<file path="src/gbn_pkg.sv">
// Shared types, constants and codes for the Go-Back-N sender.
`timescale 1ns / 1ps

package gbn_pkg;

    // Retransmit buffer depth; must stay a power of two (index is seq modulo depth)
    localparam int BUF_DEPTH     = 32;
    localparam int BUF_IDX_W     = $clog2(BUF_DEPTH);

    localparam int SEQ_W         = 31;
    localparam int PAYLOAD_BYTES = 20;
    localparam int PAYLOAD_W     = 8 * PAYLOAD_BYTES;
    localparam int BYTE_IDX_W    = $clog2(PAYLOAD_BYTES);
    localparam int WIN_W         = 6;
    localparam int MAX_WIN       = 32;
    localparam int TMO_W         = 16;

    // Configuration port
    localparam int CFG_IDX_W     = 2;
    localparam int CFG_DATA_W    = 16;
    localparam logic [CFG_IDX_W-1:0] CFG_WINDOW_SIZE   = CFG_IDX_W'(0);
    localparam logic [CFG_IDX_W-1:0] CFG_TIMEOUT_TICKS = CFG_IDX_W'(1);

    // Request codes
    localparam logic [1:0] REQ_MSG  = 2'd0;
    localparam logic [1:0] REQ_ACK  = 2'd1;
    localparam logic [1:0] REQ_TICK = 2'd2;

    // Result kinds
    localparam logic KIND_SEND   = 1'b0;
    localparam logic KIND_REFUSE = 1'b1;

    typedef struct packed {
        logic [1:0]         req_type;
        logic [63:0]        pkt_word0;
        logic [63:0]        pkt_word1;
        logic [31:0]        pkt_word2;
        logic signed [31:0] pkt_seq;
        logic signed [31:0] ack_num;
        logic signed [31:0] pkt_checksum;
    } t_in_item;

    typedef struct packed {
        logic               result_kind;
        logic [SEQ_W-1:0]   out_seq;
        logic [63:0]        out_word0;
        logic [63:0]        out_word1;
        logic [31:0]        out_word2;
        logic signed [31:0] out_checksum;
        logic               last;
    } t_out_item;

    // One retransmit buffer entry: payload plus its signed byte sum
    typedef struct packed {
        logic [63:0] word0;
        logic [63:0] word1;
        logic [31:0] word2;
        logic [31:0] bsum;
    } t_buf_entry;

    typedef struct packed {
        logic                 en;
        logic [BUF_IDX_W-1:0] addr;
        t_buf_entry           entry;
    } t_buf_wr;

    typedef enum logic [1:0] {
        ALU_ADD,
        ALU_ADD_DEC,
        ALU_ACC_BYTE
    } t_alu_op;

    typedef struct packed {
        t_alu_op               op;
        logic [31:0]           a;
        logic [31:0]           b;
        logic [PAYLOAD_W-1:0]  payload;
        logic [BYTE_IDX_W-1:0] bidx;
    } t_alu_ctl;

    typedef enum logic [3:0] {
        S_IDLE,
        S_SUM,
        S_CK_SEQ,
        S_CK_ACK,
        S_ACK_CHK,
        S_MSG,
        S_RD,
        S_CSUM,
        S_OUT
    } t_state;

endpackage

</file>
<file path="src/gbn_alu.sv">
// Shared 32-bit adder: plain add, add minus one, and signed payload byte accumulate.
`timescale 1ns / 1ps

module gbn_alu import gbn_pkg::*; (
    input  t_alu_ctl    i_ctl,
    output logic [31:0] o_result,
    output logic        o_byte_zero
);

    logic [7:0]  byte_sel;
    logic [31:0] byte_ext;

    // Byte pick and sign extension
    always_comb begin
        byte_sel    = i_ctl.payload[{i_ctl.bidx, 3'b000} +: 8];
        byte_ext    = {{24{byte_sel[7]}}, byte_sel};
        o_byte_zero = (byte_sel == 8'd0);
    end

    // Adder, operand chosen by op
    always_comb begin
        case (i_ctl.op)
            ALU_ADD:      o_result = i_ctl.a + i_ctl.b;
            ALU_ADD_DEC:  o_result = i_ctl.a + i_ctl.b - 32'd1;
            ALU_ACC_BYTE: o_result = i_ctl.a + byte_ext;
            default:      o_result = i_ctl.a + i_ctl.b;
        endcase
    end

endmodule

</file>
<file path="config.mk">
export PLATFORM = sky130hd
export DESIGN_NAME = gbn_alu
export DESIGN_NICKNAME = d
export VERILOG_FILES = /design/src/gbn_pkg.sv /design/src/gbn_alu.sv
export SDC_FILE = /design/constraint.sdc
export NUM_CORES = 1
export LEC_CHECK = 0
export ABC_AREA = 1
export BUFFER_PORTS_ARGS = -buffer_cell sky130_fd_sc_hd__buf_2
export CAP_MARGIN = 20
export CORE_MARGIN = 2
export CORE_UTILIZATION = 37
export DETAILED_ROUTE_END_ITERATION = 8
export MAX_ROUTING_LAYER = met4
export PLACE_DENSITY = 0.62
export SYNTH_ARGS = -nofsm -noshare
export SYNTH_HDL_FRONTEND = slang
export SYNTH_SLANG_ARGS = --single-unit
</file>
<file path="constraint.sdc">
create_clock -name vclk -period 9.4
set_input_delay 0 -clock vclk [all_inputs]
set_output_delay 0 -clock vclk [all_outputs]
set_load 0.02 [all_outputs]
</file>
# After elaboration in Yosys (flattened, before gate mapping)

Index checks and enable logic that the tools add are counted.

Word-level logic and storage cells: 8
Output and inout port bits: 33
ROM bits: 0
Latch bits: 0
Bits in writable memories: 0
Memories kept: 0
Bits in registers: 0

Bitwise operators: 0
Equality and inequality tests: 2
$mul: 0
Reduce and logical (&&, ||, !) cells: 1
Div/mod/pow operators: 0
Add/sub/neg operators: 3
$lt $le $gt $ge: 0
Multiplexer cells: 1
Shift-type cells: 1

Operators by type and width:

| cell                    | count |
|---|---|
| $shiftx A160 B9 Y8      | 1 |
| $add A32 B32 Y32        | 2 |
| $pmux W32 S2            | 1 |
| $sub A32 B1 Y32 const B | 1 |
| $logic_not A8 Y1        | 1 |
| $eq A2 B1 Y1 const B    | 1 |
| $eq A2 B2 Y1 const B    | 1 |

# Logic depth before layout (Yosys ltp)

Gate-level depths: netlist (run 1).

Depth after elaboration: 3
Mapped depth: 25
Gate-level depth less buffers: 22

# Worst setup path after synthesis (run 1)

No wires, ideal clock.

Path type: input -> output
Start point: in i_ctl[0] (netlist name)
End point: out o_result[30]
Required time: 9.400 ns
Slack: 6.133 ns
Data arrival time: 3.267 ns
Stages: 23
Cells stage by stage: buf_2 inv_1 clkbuf_1 clkbuf_1 nor2_1 o32ai_1 o211ai_1 nand3_1 a22o_1 ha_1 fa_1 nand2_1 a21oi_1 nand3_1 nand2_1 nand4_1 o211ai_1 nand2_1 nand4_1 nand3_1 nand2_1 inv_1 a21oi_1

Longest elaborated chain between the ends: 3

RTL lines:

| item               | RTL line      | source |
|---|---|---|
| start: declaration | gbn_alu.sv:5  | `input t_alu_ctl i_ctl,` |
| $shiftx A160 B9 Y8 | gbn_alu.sv:15 | `byte_sel = i_ctl.payload[{i_ctl.bidx, 3'b000} +: 8];` |
| $add A32 B32 Y32   | gbn_alu.sv:25 | `ALU_ACC_BYTE: o_result = i_ctl.a + byte_ext;` |
| $pmux W32 S2       | gbn_alu.sv:22 | `case (i_ctl.op)` |
| end: declaration   | gbn_alu.sv:6  | `output logic [31:0] o_result,` |

Every way passes these cells.

# Worst setup path in the final report (run 1)

Start point: in i_ctl[0] (netlist name)
End point: out o_result[29]

The elaborated chain is that of the path after synthesis.

==> flow_summary.json, run 1 <==
{
  "hpwl_mm": 25.6,
  "fin_nets": 1980,
  "wl_per_cell_um": 15.3,
  "postSynthAreaPerCell_um2": 5.02,
  "drv_cap": 0,
  "status": "complete, no violations",
  "nClkBuffers": 0,
  "vdd_drop_max_v": 0.0000369,
  "final_core_util_pct": 45.5,
  "fillers": 2272,
  "worst_slew_pin_slew_ns": 1.00,
  "synth.most_common_cell": "nand2_1",
  "fmax_mhz": 206,
  "crit_path_max_fanout": 81,
  "rsz0062_at_grt": "no",
  "period_needed_ns": 4.86,
  "die_w_um": 144,
  "grt_max_degree": 82,
  "drt-total-wl_mm": 29.7,
  "finalWorstSetupSlack_ns": 4.54,
  "antenna_found_initial": 0,
  "critical_path_class": "input pin to primary output",
  "area_growth_pct": 20.9,
  "pin_count": 264,
  "layout_worst_path_cycle_share_pct": 51.7,
  "grt_pass1_vias": 9314,
  "cellPowerDensity_nw_per_um2": 75.4,
  "num_vias": 10300,
  "drt-pass1-iter-count": 6,
  "setup_viol": 0,
  "synth_top_area_share_pct": 22.1,
  "io_buffers": 264,
  "drt-vias-per-instance": 5.30,
  "netlist_area_um2": 7300,
  "yosysTopAreaCell": "nand2_1",
  "cts_hold_buf": 0,
  "seq_area_frac_synth_pct": 0,
  "ys_top_cells_by_area": "nand2_1 (22%), ha_1 (11%), nor2_1 (11%)",
  "dp_slack_ns": 4.44,
  "drc": 0,
  "n_antenna_cell": 0,
  "synth_common_cells": "nand2_1 (430), nor2_1 (209), inv_1 (190)",
  "critical_path_arrival_ns": 4.86,
  "post_cts_buffers": 0,
  "rows": 51,
  "ff_latch_area_um2": 0,
  "grt_util_met3_pct": 1.36,
  "gr-max-usage-layer": "met2",
  "core_um2": 19400,
  "ant_nets": 0,
  "seq_cells": 0,
  "grt.overflow.total": 0,
  "hold_path.class": "input pin to primary output",
  "cts_resized": 0,
  "worst_setup_path_start_kind": "input pin",
  "yosys_warnings": 0,
  "crit_path_end_kind": "primary output",
  "die_height_um": 144,
  "syn_inst": 1452,
  "use_met2_pct": 47.0,
  "initial_core_util_pct": 37.6,
  "place.gp.congestion": 0.957,
  "track_usage_pct": 28.2,
  "first_iter_violations": 756,
  "synth_nets": 1750,
  "synth_cell_types": 49,
  "slew_viol_final": 0,
  "grt_pass1_wl_mm": 46.1,
  "fin_tns_setup_ns": 0,
  "p_leak_nw": 5.00,
  "cp.required_ns": 9.40,
  "relSlewSlack_pct": 33.1,
  "layout-drive-gt1-share_pct": 19.5,
  "finalHoldViolCount": 0,
  "use_met1_pct": 38.7,
  "dieArea_um2": 20900
}
-- cells in the final DEF (no fill, tap or decap), types with 11 or more instances in the layout --
cell type | netlist | routed
buf_2 | 2 | 264
a21oi_1 | 81 | 81
o32ai_1 | 27 | 27
nand3_2 | 11 | 11
nor3_1 | 16 | 16
nand2_2 | 20 | 20
nand2_1 | 430 | 430
o211ai_1 | 14 | 14
ha_1 | 65 | 65
nor2_1 | 209 | 209
o21ai_0 | 103 | 103
inv_1 | 190 | 189
nand4_1 | 12 | 12
nand3_1 | 116 | 116
-- routing by layer --
| metal | wire [µm] | vias up | share of wire, % |
|---|---|---|---|
| met1 | 14000 | 4648 | 47 |
| li1 | - | 5283 | - |
| met5 | 0 | - | 0 |
| met4 | 479 | 0 | 1.6 |
| met3 | 1610 | 37 | 5.4 |
| met2 | 13600 | 333 | 46 |
-- area by class of cell --
type               instances  area (µm²)  share of cell area (%)
multi-input cells       1216        6400                    72.5
inverters                197         739                    8.38
well taps                265         332                    3.76
repair buffers           267        1360                    15.4
-- critical path, cell delays in order --
cell and delay [ns]:
buf_2 0.07, buf_4 0.59, inv_2 0.36, buf_12 0.28, o21ai_0 0.18, o211ai_1 0.11, nand3_1 0.10, nand3_1 0.07
nand2_1 0.06, nand2_1 0.60, ha_1 0.66, nand2_1 0.11, nor2_1 0.11, inv_1 0.06, nor3_1 0.23, nand3_1 0.12
nand2_1 0.18, nand3_1 0.13, nand3_1 0.09, nand2_1 0.05, o21ai_0 0.24, inv_1 0.08, a21oi_1 0.14, buf_2 0.17
-- power breakdown --
| group | internal, W | switching [W] |
|---|---|---|
| Sequential | 0 | 0 |
| Clock | 0 | 0 |
| Combinational | 0.000225 | 0.000440 |
| Total | 0.000225 | 0.000440 |
-- final timing paths --
| kind | start | end | depth (start not counted) |
|---|---|---|---|
| max | i_ctl[0] | o_result[29] | 24 |
| min | i_ctl[165] | o_result[0] | 6 |
-- kinds of logic (layout without fill, tap and decap cells) --
group           Yosys count  after routing  share of synthesized area [%]
simple gates            848            848                           50.0
compound gates          284            284                           23.7
buf+inv                 236            464                           12.3
fa+ha+maj                67             67                           11.7
mux                      10             10                           1.37
xor+xnor                  7              7                          0.840
-- stage by stage --
step	instance area (µm²)	hold slack, ns	power (W)	instances
floorplan	7300	0.356	0.000452	1452
global placement	8800	0.636	0.000650	1944
detailed placement	8800	0.637	0.000652	1944
CTS	8800	0.643	0.000656	1944
global route	8820	0.706	0.000741	1945
finish	8820	0.644	0.000665	1945
Power figures use the tool's default switching activity.
==> run 2: changes to the inputs <==
Clock period 9.4 ns to 4.6 ns, I/O delays scaled along.
==> run 2 against run 1 <==
Against the previous run: routed wire length rose by 1.1%; utilization rose by 0.40 points; largest power group unchanged; first-iteration DRC count rose by 35%.
==> flow_summary.json, run 2 (same netlist as run 1, synthesis figures left out) <==
{
  "seq_cells": 0,
  "first_iter_violations": 1018,
  "crit_path_max_fanout": 41,
  "crit_buf_inv": 3,
  "cp.depth": 20,
  "place.gp.congestion": 0.986,
  "initial_core_util_pct": 37.6,
  "crit_path_end_kind": "primary output",
  "setup_viol": 0,
  "p_leak_nw": 5.04,
  "antenna_found_initial": 5,
  "dp_slack_ns": 0.838,
  "finalWorstSetupSlack_ns": 0.808,
  "die_w_um": 144,
  "fin_nets": 1987,
  "grt_pass1_wl_mm": 46.5,
  "drt-total-wl_mm": 30.1,
  "core_um2": 19400,
  "finalHoldViolCount": 0,
  "hold_ws_ns": 0.641,
  "cts_resized": 0,
  "drv_cap": 0,
  "track_usage_pct": 28.6,
  "slew_viol_final": 0,
  "layout_worst_path_cycle_share_pct": 82.4,
  "period_needed_ns": 3.79,
  "nClkBuffers": 0,
  "grt_pass1_vias": 9246,
  "ant_nets": 0,
  "crit_path_max_incr_delay_ns": 0.48,
  "worst_slew_pin_slew_ns": 0.746,
  "fin_tns_setup_ns": 0,
  "rsz0062_at_grt": "no",
  "multi_input_area_um2": 6400,
  "fillers": 2333,
  "die_height_um": 144,
  "drc": 0,
  "status": "complete, no violations",
  "cp.required_ns": 4.60,
  "vdd_drop_max_v": 0.0000888,
  "worst_path_max_delay_cell": "buf_2",
  "final_core_util_pct": 45.9,
  "post_cts_buffers": 0,
  "critical_path_arrival_ns": 3.79,
  "worst_setup_path_start_kind": "input pin",
  "ff_latch_area_um2": 0,
  "placed_cells": 1952,
  "rows": 51,
  "hold_path.class": "input pin to primary output",
  "cellPowerDensity_nw_per_um2": 154,
  "mostFrequentLayoutCell": "nand2_1",
  "layout-drive-gt1-share_pct": 19.9,
  "grt_max_degree": 81,
  "hpwl_mm": 26.2,
  "cp-startpoint": "i_ctl[1]",
  "layout_common_cells": "nand2_1 (430), buf_2 (264), nor2_1 (209)",
  "area_growth_pct": 22.0,
  "pin_count": 264,
  "wl_per_cell_um": 15.4,
  "dieArea_um2": 20900,
  "cts_hold_buf": 0,
  "crit_end": "o_result[14]",
  "fmax_mhz": 264,
  "critical_path_class": "input pin to primary output",
  "cp_cell_sequence": "buf_2, buf_4, o21ai_0, o32ai_1, nand2_1, nand3_1, a22o_1, ha_1, fa_1, nand2_1, a21oi_1, nand3_1, nand2_1, nand2_1, nand2_1, o21ai_0, a21oi_1, a31oi_1, o21ai_0, buf_2",
  "drt-vias-per-instance": 5.28,
  "crit_top_cell": "nand2_1",
  "path_delay_family": "compound AO/OA/AOI/OAI gates",
  "num_vias": 10300,
  "io_buffers": 264,
  "layoutNonFillerInstCount": 1957,
  "drt-pass1-iter-count": 5,
  "relSlewSlack_pct": 50.2,
  "grt.overflow.total": 0
}
[run 2: cell types whose count changed in the layout (fill, tap and decap cells not counted), sizes merged]
cell,previous run,this run
buf,267,274
diode,0,5
[run 2: worst min path at each step]
stage	startpoint	endpoint	slack (ns)	cells after the start
finish	i_ctl[197]	o_result[0]	0.64	5
global route	i_ctl[165]	o_result[0]	0.71	6
detailed placement	i_ctl[197]	o_result[0]	0.63	5
CTS	i_ctl[197]	o_result[0]	0.63	5
global placement	i_ctl[165]	o_result[0]	0.63	6
floorplan	i_ctl[228]	o_result[31]	0.36	5
[run 2: final cells by class]
class                      instances  area share [%]
timing repair buffer             274            16.0
inverter                         197            8.31
antenna                            5           0.141
tap                              265            3.73
multi-input combinational       1216            71.9
[run 2: stage by stage]
stage               power [W]  cell area, µm²
floorplan            0.000924            7300
global placement      0.00134            8890
detailed placement    0.00134            8890
CTS                   0.00135            8890
global route          0.00153            8900
finish                0.00137            8900
[run 2: routing by layer]
layer	part of all wire, %	up-vias	wire (µm)	GRT usage [%]
met2	45	365	13600	46.5
met5	0	-	0	-
met3	6.2	40	1870	2.22
met1	46	4624	14000	39.1
met4	2.1	0	618	5.88
li1	-	5301	-	-
[run 2: power breakdown]
group             internal, W  switching (W)
logic                0.000466       0.000904
registers                   0              0
clock network  0.000000000145              0
==> run 3: changes to the inputs <==
Settings changed: ABC_AREA 1 to 0, PLACE_DENSITY 0.62 to 0.66.
Clock period 4.6 ns to 3.18 ns, I/O delays scaled along.
==> run 3 against run 2 <==
Against the previous run: the flow now finishes with violations (negative setup slack); non-clock buffer count grew 235; utilization grew 17 points; clock-buffer cell count is the same; final area grew 15%; critical endpoint is now o_result[22]; largest cell class unchanged.
==> flow_summary.json, run 3 <==
{
  "gr-max-usage-layer": "met2",
  "hpwl_mm": 22.1,
  "cp_cell_sequence": "buf_12, buf_12, mux4_2, mux2i_1, o22ai_1, o21a_1, ha_4, fa_2, a211oi_4, nor3_4, nor3_4, o21ai_2, a221o_1, o41a_1, buf_4, xnor2_1, a222oi_1, inv_1, buf_6",
  "crit_path_end_kind": "primary output",
  "synth_cell_types": 90,
  "antenna_found_initial": 1,
  "critical_path_arrival_ns": 3.99,
  "initial_core_util_pct": 37.5,
  "first_iter_violations": 494,
  "grt_pass1_vias": 8285,
  "grt.overflow.total": 0,
  "finalWorstSetupSlack_ns": -0.814,
  "ys_top_cells_by_area": "mux4_2 (15%), ha_1 (13%), o21ai_0 (5.3%)",
  "grt_util_met3_pct": 2.70,
  "worst_slew_pin_slew_ns": 0.574,
  "finalHoldViolCount": 0,
  "ff_latch_area_um2": 0,
  "period_needed_ns": 3.99,
  "layout_common_cells": "buf_2 (242), buf_4 (232), nand2_1 (52)",
  "layout_worst_path_cycle_share_pct": 126,
  "area_growth_pct": 66.5,
  "drt-pass1-iter-count": 5,
  "crit_path_max_incr_delay_ns": 0.49,
  "status": "finished with violations",
  "fin_nets": 1559,
  "use_met2_pct": 52.2,
  "io_buffers": 264,
  "cp-startpoint": "i_ctl[0]",
  "slew_viol_final": 0,
  "dieArea_um2": 17700,
  "drt-total-wl_mm": 26.8,
  "synth_nets": 1081,
  "worst_path_max_delay_cell": "mux4_2",
  "wl_per_cell_um": 18.1,
  "nClkBuffers": 0,
  "violations": "negative setup slack",
  "cts_hold_buf": 0,
  "vdd_drop_max_v": 0.000142,
  "die_height_um": 133,
  "fillers": 1437,
  "p_leak_nw": 4.84,
  "cp.required_ns": 3.18,
  "drv_cap": 0,
  "yosys_warnings": 0,
  "core_um2": 16500,
  "crit_path_max_fanout": 6,
  "place.gp.congestion": 0.908,
  "num_vias": 8428,
  "grt_pass1_wl_mm": 40.4,
  "syn_inst": 783,
  "yosysTopAreaCell": "mux4_2",
  "layout-drive-gt1-share_pct": 53.7,
  "rsz0062_at_grt": "yes",
  "use_met1_pct": 32.7,
  "fin_tns_setup_ns": -11.79,
  "hold_path.class": "input pin to primary output",
  "crit_end": "o_result[22]",
  "mostFrequentLayoutCell": "buf_2",
  "die_w_um": 133,
  "setup_viol": 25,
  "postSynthAreaPerCell_um2": 7.88,
  "critical_path_class": "input pin to primary output",
  "grt_max_degree": 42,
  "pin_count": 264,
  "seq_area_frac_synth_pct": 0,
  "rows": 47,
  "drc": 0,
  "ant_nets": 0,
  "seq_cells": 0,
  "worst_setup_path_start_kind": "input pin",
  "cellPowerDensity_nw_per_um2": 278,
  "drt-vias-per-instance": 5.69,
  "fmax_mhz": 250,
  "synth_top_area_share_pct": 15.0,
  "netlist_area_um2": 6170,
  "track_usage_pct": 28.9,
  "dp_slack_ns": -0.959,
  "synth_common_cells": "ha_1 (65), o21ai_0 (65), nand2_1 (53)",
  "relSlewSlack_pct": 61.6
}
[run 3: changes by cell type after synthesis, moves of 31 or more]
cell / change
nand2_1: -377
nor2_1: -158
inv_1: -155
nand3_1: -102
mux4_2: +41
o21ai_0: -38
a21oi_1: -31
[run 3: worst min-delay path by stage]
stage,startpoint,end,slack (ns),cells past startpoint
finish,i_ctl[228],o_result[31],0.62,5
floorplan,i_ctl[3],o_byte_zero,0.41,4
global placement,i_ctl[165],o_result[0],0.62,5
global route,i_ctl[228],o_result[31],0.69,5
detailed placement,i_ctl[228],o_result[31],0.62,5
CTS,i_ctl[228],o_result[31],0.62,5
[run 3: metal layers]
metal  vias to the layer above  wire, µm
met5                         -         0
met1                      3954     10300
met4                         0      1400
li1                       4061         -
met3                        71      1620
met2                       342     13500
[run 3: kinds of logic (layout without fill, tap and decap cells)]
logic type                 after synthesis  after routing  share of synthesized area (%)
AOI/OAI and AO/OA                      304            305                           35.1
xor gates and xnor gates                46             46                           6.95
adders and majority gates               67             67                           13.8
buffers and inverters                   70            545                           4.40
muxes                                   63             63                           18.6
other                                    0              1                              0
and+or+nand+nor                        233            233                           21.2
[run 3: final cells by class]
type / count / area [µm²] / share of cell area, %
Antenna cell: 1 / 2.50 / 0.0244
Inverter: 36 / 138 / 1.34
Multi-Input combinational cell: 714 / 6460 / 62.9
Tap cell: 220 / 275 / 2.68
Timing Repair Buffer: 509 / 3400 / 33.1
[run 3: critical path: cells and delay by family]
family / cells / cell delay (ns)
buffers and inverters: 5 / 0.64
XOR/XNOR: 1 / 0.12
multiplexers: 2 / 0.63
adder cells (fa/ha/maj): 2 / 0.59
AND/OR/NAND/NOR: 2 / 0.30
AO/OA/AOI/OAI: 7 / 1.70
[run 3: power breakdown]
group | internal, W | switching (W)
clock network | 0.0000000000420 | 0
registers | 0 | 0
logic | 0.00145 | 0.00140
[run 3: what timing repair did]
item / CTS / global route
hold endpoints to repair: 0 / 0
pin swaps: 57 / 35
cloned: 2 / 0
setup endpoints to repair: 26 / 26
setup buffers: 13 / 14
gates resized for setup: 94 / 46
[run 3: metrics by stage]
step | hold WS [ns] | total power [W] | util (%) | area (µm²) | cells
finish | 0.622 | 0.00286 | 62.4 | 10300 | 1480
global route | 0.687 | 0.00306 | 62.4 | 10300 | 1480
floorplan | 0.413 | 0.00145 | - | 6330 | 783
global placement | 0.616 | 0.00242 | 57.1 | 9400 | 1454
detailed placement | 0.624 | 0.00245 | 57.1 | 9400 | 1454
CTS | 0.619 | 0.00268 | 60.5 | 9960 | 1467
